[src/rtl/ppl_pkg.sv]
`default_nettype none
package ppl_pkg;

    typedef struct packed {
        logic [7:0] data_byte;
        logic       stream_end;
    } t_in_item;

    typedef struct packed {
        logic [7:0]  piece_byte;
        logic        byte_valid;
        logic        piece_last;
        logic [19:0] piece_id;
        logic        piece_flag;
    } t_out_item;

    localparam logic [19:0] ID_MAX = 20'hFFFFF;

    // Wire types of a protobuf tag and the field number that carries a piece.
    localparam logic [2:0]  WT_VARINT   = 3'd0;
    localparam logic [2:0]  WT_FIXED64  = 3'd1;
    localparam logic [2:0]  WT_LEN      = 3'd2;
    localparam logic [2:0]  WT_FIXED32  = 3'd5;
    localparam logic [60:0] FIELD_PIECE = 61'd1;

    // Emit request from the parser datapath to the controller.
    typedef struct packed {
        logic       emit;
        logic       flag;
        logic [6:0] len;
    } t_emit_req;

    // Emit progress from the controller back to the datapath.
    typedef struct packed {
        logic       rd_en;
        logic [5:0] rd_addr;
        logic       done;
    } t_emit_cmd;

endpackage
`default_nettype wire

[src/rtl/ppl_datapath.sv]
`default_nettype none
// Byte parser: decodes varints and tracks field and submessage bounds. The
// piece store is written here and read under controller command.
module ppl_datapath #(
    parameter int PIECE_BUF_BYTES = 64,
    parameter int LENGTH_BITS     = 32
) (
    input  wire logic              i_clk,
    input  wire logic              i_rst_n,
    input  wire logic              i_take,
    input  wire ppl_pkg::t_in_item i_item,
    input  wire ppl_pkg::t_emit_cmd i_cmd,
    output ppl_pkg::t_emit_req     o_req,
    output logic [7:0]             o_rd_data,
    output logic [19:0]            o_id
);
    localparam int AW = (PIECE_BUF_BYTES > 1) ? $clog2(PIECE_BUF_BYTES) : 1;
    localparam logic [LENGTH_BITS-1:0] LMAX = '1;

    typedef enum logic [2:0] {
        PH_TAG, PH_LEN_OPEN, PH_LEN_STR, PH_LEN_SKIP,
        PH_SKIP_VARINT, PH_SKIP_BYTES, PH_STR_BYTES
    } t_phase;

    t_phase                 r_phase, n_phase;
    logic                   r_in_sub, n_in_sub;
    logic [63:0]            r_acc, n_acc;
    logic [6:0]             r_shift, n_shift;
    logic [LENGTH_BITS-1:0] r_sub, n_sub;
    logic [LENGTH_BITS-1:0] r_skip, n_skip;
    logic [6:0]             r_plen, n_plen;
    logic                   r_povf, n_povf;
    logic [19:0]            r_cnt;
    logic [7:0]             r_mem [PIECE_BUF_BYTES];
    logic [7:0]             r_rd;

    logic [7:0]             b;
    logic [63:0]            vfull, part;
    logic                   vdone;
    logic [LENGTH_BITS-1:0] vlen;
    logic                   emit, eflag, wr_en;
    logic [6:0]             elen;

    always_comb begin
        b = i_item.data_byte;
        part = 64'(b[6:0]) << r_shift[5:0];
        vfull = (r_shift < 7'd64) ? (r_acc | part) : r_acc;
        vdone = !b[7];
        vlen = (|(vfull >> LENGTH_BITS)) ? LMAX : vfull[LENGTH_BITS-1:0];

        n_phase = r_phase; n_in_sub = r_in_sub; n_acc = r_acc; n_shift = r_shift;
        n_sub = r_sub; n_skip = r_skip; n_plen = r_plen; n_povf = r_povf;
        emit = 1'b0; eflag = 1'b0; elen = '0; wr_en = 1'b0;

        if (!vdone && r_phase <= PH_SKIP_VARINT) begin
            n_acc = vfull;
            n_shift = (r_shift > 7'd63) ? 7'd70 : r_shift + 7'd7;
        end else if (r_phase <= PH_SKIP_VARINT) begin
            n_acc = '0; n_shift = '0;
        end

        unique case (r_phase)
            PH_TAG: if (vdone) begin
                if (vfull[63:3] == ppl_pkg::FIELD_PIECE && vfull[2:0] == ppl_pkg::WT_LEN)
                    n_phase = r_in_sub ? PH_LEN_STR : PH_LEN_OPEN;
                else begin
                    case (vfull[2:0])
                        ppl_pkg::WT_VARINT: n_phase = PH_SKIP_VARINT;
                        ppl_pkg::WT_FIXED64: begin
                            n_skip = LENGTH_BITS'(8); n_phase = PH_SKIP_BYTES;
                        end
                        ppl_pkg::WT_FIXED32: begin
                            n_skip = LENGTH_BITS'(4); n_phase = PH_SKIP_BYTES;
                        end
                        ppl_pkg::WT_LEN: n_phase = PH_LEN_SKIP;
                        default: n_phase = PH_TAG;
                    endcase
                end
            end
            PH_LEN_OPEN: if (vdone) begin
                n_plen = '0; n_povf = 1'b0; n_phase = PH_TAG;
                if (vlen == '0) begin
                    emit = 1'b1; elen = '0; eflag = 1'b0;
                end else begin
                    n_in_sub = 1'b1; n_sub = vlen;
                end
            end
            PH_LEN_STR: if (vdone) begin
                n_plen = '0; n_povf = 1'b0; n_skip = vlen;
                n_phase = (vlen == '0) ? PH_TAG : PH_STR_BYTES;
            end
            PH_LEN_SKIP: if (vdone) begin
                n_skip = vlen;
                n_phase = (vlen == '0) ? PH_TAG : PH_SKIP_BYTES;
            end
            PH_SKIP_VARINT: if (vdone) n_phase = PH_TAG;
            PH_SKIP_BYTES: begin
                if (r_skip != '0) n_skip = r_skip - LENGTH_BITS'(1);
                if (r_skip <= LENGTH_BITS'(1)) n_phase = PH_TAG;
            end
            PH_STR_BYTES: begin
                if (r_plen < 7'(PIECE_BUF_BYTES)) begin
                    wr_en = 1'b1; n_plen = r_plen + 7'd1;
                end else n_povf = 1'b1;
                if (r_skip != '0) n_skip = r_skip - LENGTH_BITS'(1);
                if (r_skip <= LENGTH_BITS'(1)) n_phase = PH_TAG;
            end
            default: begin n_phase = PH_TAG; n_acc = '0; n_shift = '0; end
        endcase

        if (r_in_sub) begin
            if (r_sub != '0) n_sub = r_sub - LENGTH_BITS'(1);
            if (r_sub <= LENGTH_BITS'(1)) begin
                if (n_phase == PH_STR_BYTES) n_povf = 1'b1;
                n_in_sub = 1'b0; n_phase = PH_TAG; n_acc = '0; n_shift = '0;
                n_skip = '0;
                emit = 1'b1; elen = n_plen; eflag = n_povf;
            end
        end

        if (i_item.stream_end) begin
            if (n_in_sub) begin
                emit = 1'b1; elen = n_plen; eflag = 1'b1;
            end
            n_phase = PH_TAG; n_in_sub = 1'b0; n_acc = '0; n_shift = '0;
            n_sub = '0; n_skip = '0;
        end
        if (emit) begin
            n_plen = '0; n_povf = 1'b0;
        end
    end

    // The id of an emitted piece is latched; the counter advances at once.
    logic [19:0] r_id;

    always_ff @(posedge i_clk) begin
        if (!i_rst_n) begin
            r_phase <= PH_TAG; r_in_sub <= 1'b0; r_acc <= '0; r_shift <= '0;
            r_sub <= '0; r_skip <= '0; r_plen <= '0; r_povf <= 1'b0; r_cnt <= '0;
            o_req <= '0; r_id <= '0;
        end else begin
            if (i_take) begin
                r_phase <= n_phase; r_in_sub <= n_in_sub; r_acc <= n_acc;
                r_shift <= n_shift; r_sub <= n_sub; r_skip <= n_skip;
                r_plen <= n_plen; r_povf <= n_povf;
                if (i_item.stream_end) r_cnt <= '0;
                else if (emit && r_cnt != ppl_pkg::ID_MAX) r_cnt <= r_cnt + 20'd1;
                if (emit) r_id <= r_cnt;
                o_req <= '{emit: emit, flag: eflag, len: elen};
            end else if (i_cmd.done) begin
                o_req.emit <= 1'b0;
            end
        end
    end

    always_ff @(posedge i_clk) begin
        if (i_take && wr_en) r_mem[r_plen[AW-1:0]] <= b;
        if (i_cmd.rd_en) r_rd <= r_mem[i_cmd.rd_addr[AW-1:0]];
    end

    assign o_rd_data = r_rd;
    assign o_id = r_id;
endmodule
`default_nettype wire

[src/rtl/ppl_ctrl.sv]
`default_nettype none
// Emit sequencer: reads the piece store into an output register a byte at a
// time, holding each byte while the output stalls until it is taken.
module ppl_ctrl (
    input  wire logic               i_clk,
    input  wire logic               i_rst_n,
    input  wire logic               i_in_valid,
    output logic                    o_in_stall,
    output logic                    o_take,
    input  wire ppl_pkg::t_emit_req i_req,
    input  wire logic [7:0]         i_rd_data,
    input  wire logic [19:0]        i_id,
    output ppl_pkg::t_emit_cmd      o_cmd,
    output logic                    o_out_valid,
    input  wire logic               i_out_stall,
    output ppl_pkg::t_out_item      o_out
);
    typedef enum logic [1:0] {S_PARSE, S_READ, S_LOAD, S_HOLD} t_state;

    t_state      r_state;
    logic [6:0]  r_idx;
    logic        r_valid;
    logic [7:0]  r_byte;
    logic        r_last, r_bv;

    assign o_in_stall = !(r_state == S_PARSE && !i_req.emit);
    assign o_take = i_in_valid && !o_in_stall;

    logic out_take;
    assign out_take = r_valid && !i_out_stall;

    always_comb begin
        o_cmd.rd_en = (r_state == S_READ);
        o_cmd.rd_addr = r_idx[5:0];
        o_cmd.done = (r_state == S_HOLD) && out_take && r_last;
    end

    always_ff @(posedge i_clk) begin
        if (!i_rst_n) begin
            r_state <= S_PARSE; r_idx <= '0; r_valid <= 1'b0;
            r_last <= 1'b0; r_bv <= 1'b0;
        end else begin
            unique case (r_state)
                S_PARSE: if (i_req.emit) begin
                    r_idx <= '0;
                    if (i_req.len == '0) begin
                        r_bv <= 1'b0; r_last <= 1'b1; r_byte <= '0;
                        r_valid <= 1'b1; r_state <= S_HOLD;
                    end else r_state <= S_READ;
                end
                S_READ: r_state <= S_LOAD;
                S_LOAD: begin
                    r_byte <= i_rd_data; r_bv <= 1'b1;
                    r_last <= (r_idx + 7'd1 == i_req.len);
                    r_idx <= r_idx + 7'd1;
                    r_valid <= 1'b1; r_state <= S_HOLD;
                end
                S_HOLD: if (out_take) begin
                    r_valid <= 1'b0;
                    r_state <= r_last ? S_PARSE : S_READ;
                end
                default: r_state <= S_PARSE;
            endcase
        end
    end

    assign o_out_valid = r_valid;
    always_comb begin
        o_out.piece_byte = r_byte;
        o_out.byte_valid = r_bv;
        o_out.piece_last = r_last;
        o_out.piece_id = i_id;
        o_out.piece_flag = i_req.flag;
    end

    a_valid_hold: assert property (@(posedge i_clk) disable iff (!i_rst_n)
        r_valid |-> r_state == S_HOLD) else $error("result not in hold");
    a_no_take: assert property (@(posedge i_clk) disable iff (!i_rst_n)
        o_take |-> !r_valid) else $error("input taken during emit");
    a_done_req: assert property (@(posedge i_clk) disable iff (!i_rst_n)
        o_cmd.done |-> i_req.emit) else $error("done without request");
endmodule
`default_nettype wire

[src/rtl/protobuf_piece_list_parser.sv]
`default_nettype none
// A byte that closes a piece registers an emit request; the first result follows
// the controller's start, store read and load steps. Throughput: one input byte per
// cycle while parsing; input stalls during an emit: a start, then per piece byte a
// store read, load and transfer (waiting while the output stalls), the store read
// port being registered. An empty piece takes a start and a transfer.
// Reset: synchronous active-low i_rst_n clears parse state and piece count.
module protobuf_piece_list_parser #(
    parameter int PIECE_BUF_BYTES = 64,
    parameter int LENGTH_BITS     = 32
) (
    input  wire logic                i_clk,
    input  wire logic                i_rst_n,
    input  wire logic                i_valid,
    output logic                     o_stall,
    input  wire ppl_pkg::t_in_item   i_data,
    output logic                     o_valid,
    input  wire logic                i_stall,
    output ppl_pkg::t_out_item       o_data
);
    // Handshake and emit status between the controller and the parser.
    logic               take;
    ppl_pkg::t_emit_req req;
    ppl_pkg::t_emit_cmd cmd;
    logic [7:0]         rd_data;
    logic [19:0]        id;

    // The parser consumes one byte per accepted transfer.
    ppl_datapath #(.PIECE_BUF_BYTES(PIECE_BUF_BYTES), .LENGTH_BITS(LENGTH_BITS)) u_dp (
        .i_clk(i_clk), .i_rst_n(i_rst_n), .i_take(take), .i_item(i_data),
        .i_cmd(cmd), .o_req(req), .o_rd_data(rd_data), .o_id(id)
    );

    // The controller replays the buffered piece as output transfers.
    ppl_ctrl u_ctrl (
        .i_clk(i_clk), .i_rst_n(i_rst_n), .i_in_valid(i_valid), .o_in_stall(o_stall),
        .o_take(take), .i_req(req), .i_rd_data(rd_data), .i_id(id), .o_cmd(cmd),
        .o_out_valid(o_valid), .i_out_stall(i_stall), .o_out(o_data)
    );
endmodule
`default_nettype wire

[config.mk]
export PLATFORM = sky130hd
export DESIGN_NAME = protobuf_piece_list_parser
export DESIGN_NICKNAME = d
export VERILOG_FILES = /design/src/rtl/ppl_pkg.sv /design/src/rtl/ppl_datapath.sv /design/src/rtl/ppl_ctrl.sv /design/src/rtl/protobuf_piece_list_parser.sv
export SDC_FILE = /design/constraint.sdc
export NUM_CORES = 1
export LEC_CHECK = 0
export ABC_AREA = 0
export BUFFER_PORTS_ARGS = -buffer_cell sky130_fd_sc_hd__buf_2
export CORE_MARGIN = 3
export CORE_UTILIZATION = 50
export CTS_CLUSTER_DIAMETER = 200
export DETAILED_ROUTE_END_ITERATION = 8
export GPL_ROUTABILITY_DRIVEN = 0
export PLACE_DENSITY = 0.73
export SYNTH_ARGS = -nofsm -noshare
export SYNTH_HDL_FRONTEND = slang
export SYNTH_SLANG_ARGS = --single-unit
[constraint.sdc]
create_clock -name i_clk -period 3.7 [get_ports i_clk]
set_input_delay 0.185 -clock i_clk [delete_from_list [all_inputs] [get_ports i_clk]]
set_output_delay 0.185 -clock i_clk [all_outputs]
set_load 0.01 [all_outputs]
==> Implementation_results.wiki <==
{| class="wikitable"
! Metric !! Value
|-
| Result of the run || completed
|-
| Area overhead of the layout relative to synthesis || 16.3%
|-
| Cell repeated most along the worst path || sky130_fd_sc_hd__or4_4
|-
| Post-DR vias/cell || 6.59
|-
| Count of final max-slew check failures || 0
|-
| Mux contribution to synthesized area || 0.124
|-
| Root Buffer || sky130_fd_sc_hd__clkbuf_16
|-
| Total number of nets in the final design || ~2700
|-
| Leading post-synthesis cells by cell area || sky130_fd_sc_hd__edfxtp_1 48%, sky130_fd_sc_hd__dfxtp_1 13%, sky130_fd_sc_hd__mux4_2 12%, sky130_fd_sc_hd__nor2_1 3.1%, sky130_fd_sc_hd__nand2_1 2.0%
|-
| Worst Hold End || u_dp.r_cnt[7]
|-
| Synth Flop Type || sky130_fd_sc_hd__edfxtp_1
|-
| Detailed router's first-iteration violation count || between 3000 and 4000
|-
| All-Layer GR Usage || 0.270
|-
| Area of the core || between 0.06 and 0.07 mm^2
|-
| Antenna diode count || 0
|-
| Launching element type of the critical path || flip-flop
|-
| Chain of cells forming the critical path || mux4_2 > a2111oi_4 > o2bb2ai_2 > a211o_1 > or4_4 > and3b_2 > nand3_4 > or4_4 > a2111o_1 > o21ai_1
|-
| Drt drc || 0
|-
| Most frequent cells in the layout || 528 x sky130_fd_sc_hd__edfxtp_1, 263 x sky130_fd_sc_hd__nor2_1, 214 x sky130_fd_sc_hd__buf_4, 201 x sky130_fd_sc_hd__dfxtp_1, 175 x sky130_fd_sc_hd__nand2_1
|-
| Sequential area share after synthesis || 0.612
|-
| Number of CTS-inserted buffers || 75
|-
| Hold slack || about 0.09 ns
|-
| Setup repair after global routing missed its margin || true
|-
| Largest net degree at the start of global routing || 73
|-
| Startpoint of the most critical hold path || i_rst_n
|-
| Total power divided by cell area || 525 mW/mm^2
|-
| Initial cell density of the core || 0.507
|-
| Number of top-level pins || between 40 and 50
|-
| Routed wl met3 || around 8400 um
|-
| Synthesized-area fraction occupied by adder cells || 0.00574
|-
| Commonest non-fill, non-tap cell in the layout || sky130_fd_sc_hd__edfxtp_1
|-
| DIE AREA || 0.0685 mm^2
|-
| Clock Path Buffers || 3
|-
| Actual slew at the worst max-slew pin || ~1.2 ns
|-
| Worst Hold Class || input port to flip-flop
|-
| Top cell type by total area after synthesis || sky130_fd_sc_hd__edfxtp_1
|-
| Final setup skew || ~0.031 ns
|-
| Arr. time, crit path || between 4 and 5 ns
|-
| Clk sinks || 736
|-
| Netlist cell types || 94
|-
| Post-synthesis instance total || 2497
|-
| Slew HR || 0.170
|-
| First-pass GRT wire length || roughly 140000 um
|-
| Clock tree from TritonCTS || done
|-
| Summed instance area of the synthesized netlist || about 0.033 mm^2
|-
| Total gr overflow || 0
|-
| Sum of met2 wire segment lengths after detailed routing || 46100 um
|-
| Routed Wire Length || around 94000 um
|-
| Count of final setup violators || 0
|-
| Number of optimization iterations in the first detailed-route pass || 8
|-
| Worst Reg2Reg Path Length in Cells || 10
|-
| Dominant combinational cell family by area after synthesis || multiplexers
|-
| Complex-gate fraction of the synthesized area || 0.116
|-
| Share of final-layout standard cells stronger than drive strength 1 || 0.230
|-
| Maximum net fanout on the critical path || 5
|-
| Count of state elements after synthesis || roughly 740
|-
| Total negative setup slack || 0 ns
|-
| Wire length the detailed router placed on met1 || between 30000 and 40000 um
|-
| Die Height || 262 um
|-
| CP max-delay cell || sky130_fd_sc_hd__mux4_2
|-
| Mean post-synth cell area || 13.1 um^2
|-
| Number of max-cap violations || 0
|-
| Placed wire-length estimate || between 60000 and 70000 um
|-
| Initial antenna violation count || 1
|-
| Synth Warn # || 0
|-
| Util after Layout || 0.589
|-
| Async S/R FF share, synth || 0
|-
| Shortest clock period the worst path allows after layout || around 3.7 ns
|-
| Vias in the first global route || ~23000
|-
| Critical path required time || approximately 4.3 ns
|-
| Number of enable-type register cells in the synthesized netlist || between 500 and 600
|-
| Clock H-tree levels || 3
|-
| Critical register-to-register path endpoint || u_dp.r_cnt[16]
|-
| Worst reg2reg startpoint || u_dp.r_shift[0]
|-
| Post-synthesis share of cell area spent on and, or, nand and nor gates || 0.111
|-
| Port Buffers || 45
|-
| Routed wire length per instance || around 26 um
|-
| Worst reg2reg setup slack || 0.04 ns
|-
| Maximum ir drop on the vdd rail || 0.365 mV
|-
| Element type at the critical path end || flip-flop
|-
| Final Cycle Share || 0.988
|-
| Chip Width || ~260 um
|-
| Number of core rows || between 90 and 100
|-
| Maximum clock rate || 0.274 GHz
|-
| Vias after detailed routing || 23800
|-
| Number of cells on the worst hold path || 4
|-
| Path type of the worst setup path || flip-flop to flip-flop
|-
| Fraction of synthesized cell area in xor and xnor cells || 0.00830
|-
| Syn nets || 2525
|-
| Clock transition at the register clock pins on the worst setup and hold paths after CTS || 0.06 ns
|-
| Final hold vios || 0
|-
| Number of nets with antenna violations after routing || 0
|-
| Critical Path Max Stage Delay || 0.55 ns
|-
| Top cell type's share of synthesized area || 0.485
|-
| Leakage power total || 12.8 nW
|-
| Worst-skew pair later-pin latency || between 0.6 and 0.7 ns
|-
| Uppermost routed layer || met5
|}
cells by family (layout without fill, tap and decap cells):
logic type | count (synthesis) | after routing
muxes | 189 | 189
adders and majority gates | 15 | 15
AOI/OAI and AO/OA | 570 | 570
xor gates and xnor gates | 31 | 31
DFF | 736 | 736
and+or+nand+nor | 768 | 768
buffers and inverters | 188 | 443
worst max-delay path, delay by kind of cell, from the launching register on:
| kind | cells | cell delay [ns] |
|---|---|---|
| multiplexers | 1 | 0.55 |
| AND/OR/NAND/NOR | 4 | 1.46 |
| AO/OA/AOI/OAI | 5 | 1.22 |
| flip-flops | 1 | 0.36 |
timing repair:
item                                    CTS  global route
endpoints found under the setup margin   84           218
buffers inserted                          0             2
gates cloned                              0             1
endpoints found under the hold margin     7             0
pin swaps                                 3            10
gates resized for setup                   7            47
hold buffers                              4             0
power by group:
part           switching, mW  internal, mW
registers             0.0893          8.92
clock network           3.33          4.66
logic                   1.77          1.19
total                   5.19          14.8
flip-flops by register name, indices dropped and copies added (netlist names), 8 cells and up:
register	count
u_dp.r_mem	512
u_dp.r_acc	64
u_dp.o_id	20
u_dp.r_cnt	20
u_dp.r_skip	32
u_dp.o_rd_data	8
u_dp.r_sub	32
u_ctrl.r_byte	8
u_dp.o_req	9
how the worst max path moves through the flow:
| stage | startpoint | to | slack (ns) | cells past startpoint |
|---|---|---|---|---|
| after floorplan | u_dp.r_shift[0] | u_dp.r_cnt[14] | 0.12 | 12 |
| after global placement | u_dp.r_shift[1] | u_dp.r_cnt[16] | -0.14 | 11 |
| after detailed placement | u_dp.r_shift[1] | u_dp.r_cnt[16] | -0.22 | 12 |
| after CTS | u_dp.r_shift[0] | u_dp.r_cnt[16] | 0.01 | 10 |
| after global routing | u_ctrl.r_state[0] | u_dp.r_mem[32][7] | -0.09 | 7 |
| final | u_dp.r_shift[0] | u_dp.r_cnt[16] | 0.04 | 10 |
layout make-up:
cell class	instances	area, um^2
Multi-Input combinational cell	1573	12100
Fill cell	4748	26500
Sequential cell	736	20000
Clock buffer	92	2000
Inverter	29	113
Clock inverter	45	592
Timing Repair Buffer	277	2120
Tap cell	855	1070
synthesized netlist by cell type (all sizes together), types with 17 or more instances:
master  instances
and2           25
and3           18
nor2          273
a22oi          84
inv            27
edfxtp        528
nand2         176
clkbuf        114
or3            17
dfxtp         208
buf            45
xnor2          17
nand3          80
a21oi         127
a22o           20
a31oi          17
mux4          172
nor4           40
o21ai         148
nor3           54
metrics by stage:
stage | instance area, um^2 | power (mW) | instances | setup slack, ns
5_1_grt | 38100 | 20.5 | 3607 | -0.0908
4_1_cts | 37800 | 19.9 | 3604 | 0.0126
3_5_place_dp | 35200 | 12.0 | 3463 | -0.223
6_report | 38100 | 20.0 | 3607 | 0.0441
3_3_place_gp | 35200 | 12.0 | 3463 | -0.145
2_1_floorplan | 32700 | 11.0 | 2497 | 0.124
metal layers:
| metal | global-route usage | vias to the layer above |
|---|---|---|
| met4 | 0.121 | 2 |
| met2 | 0.453 | 1490 |
| li1 | - | 10200 |
| met3 | 0.0480 | 308 |
| met5 | 0 | - |
| met1 | 0.346 | 11800 |
No activity file was read; power rests on OpenSTA's default activity.
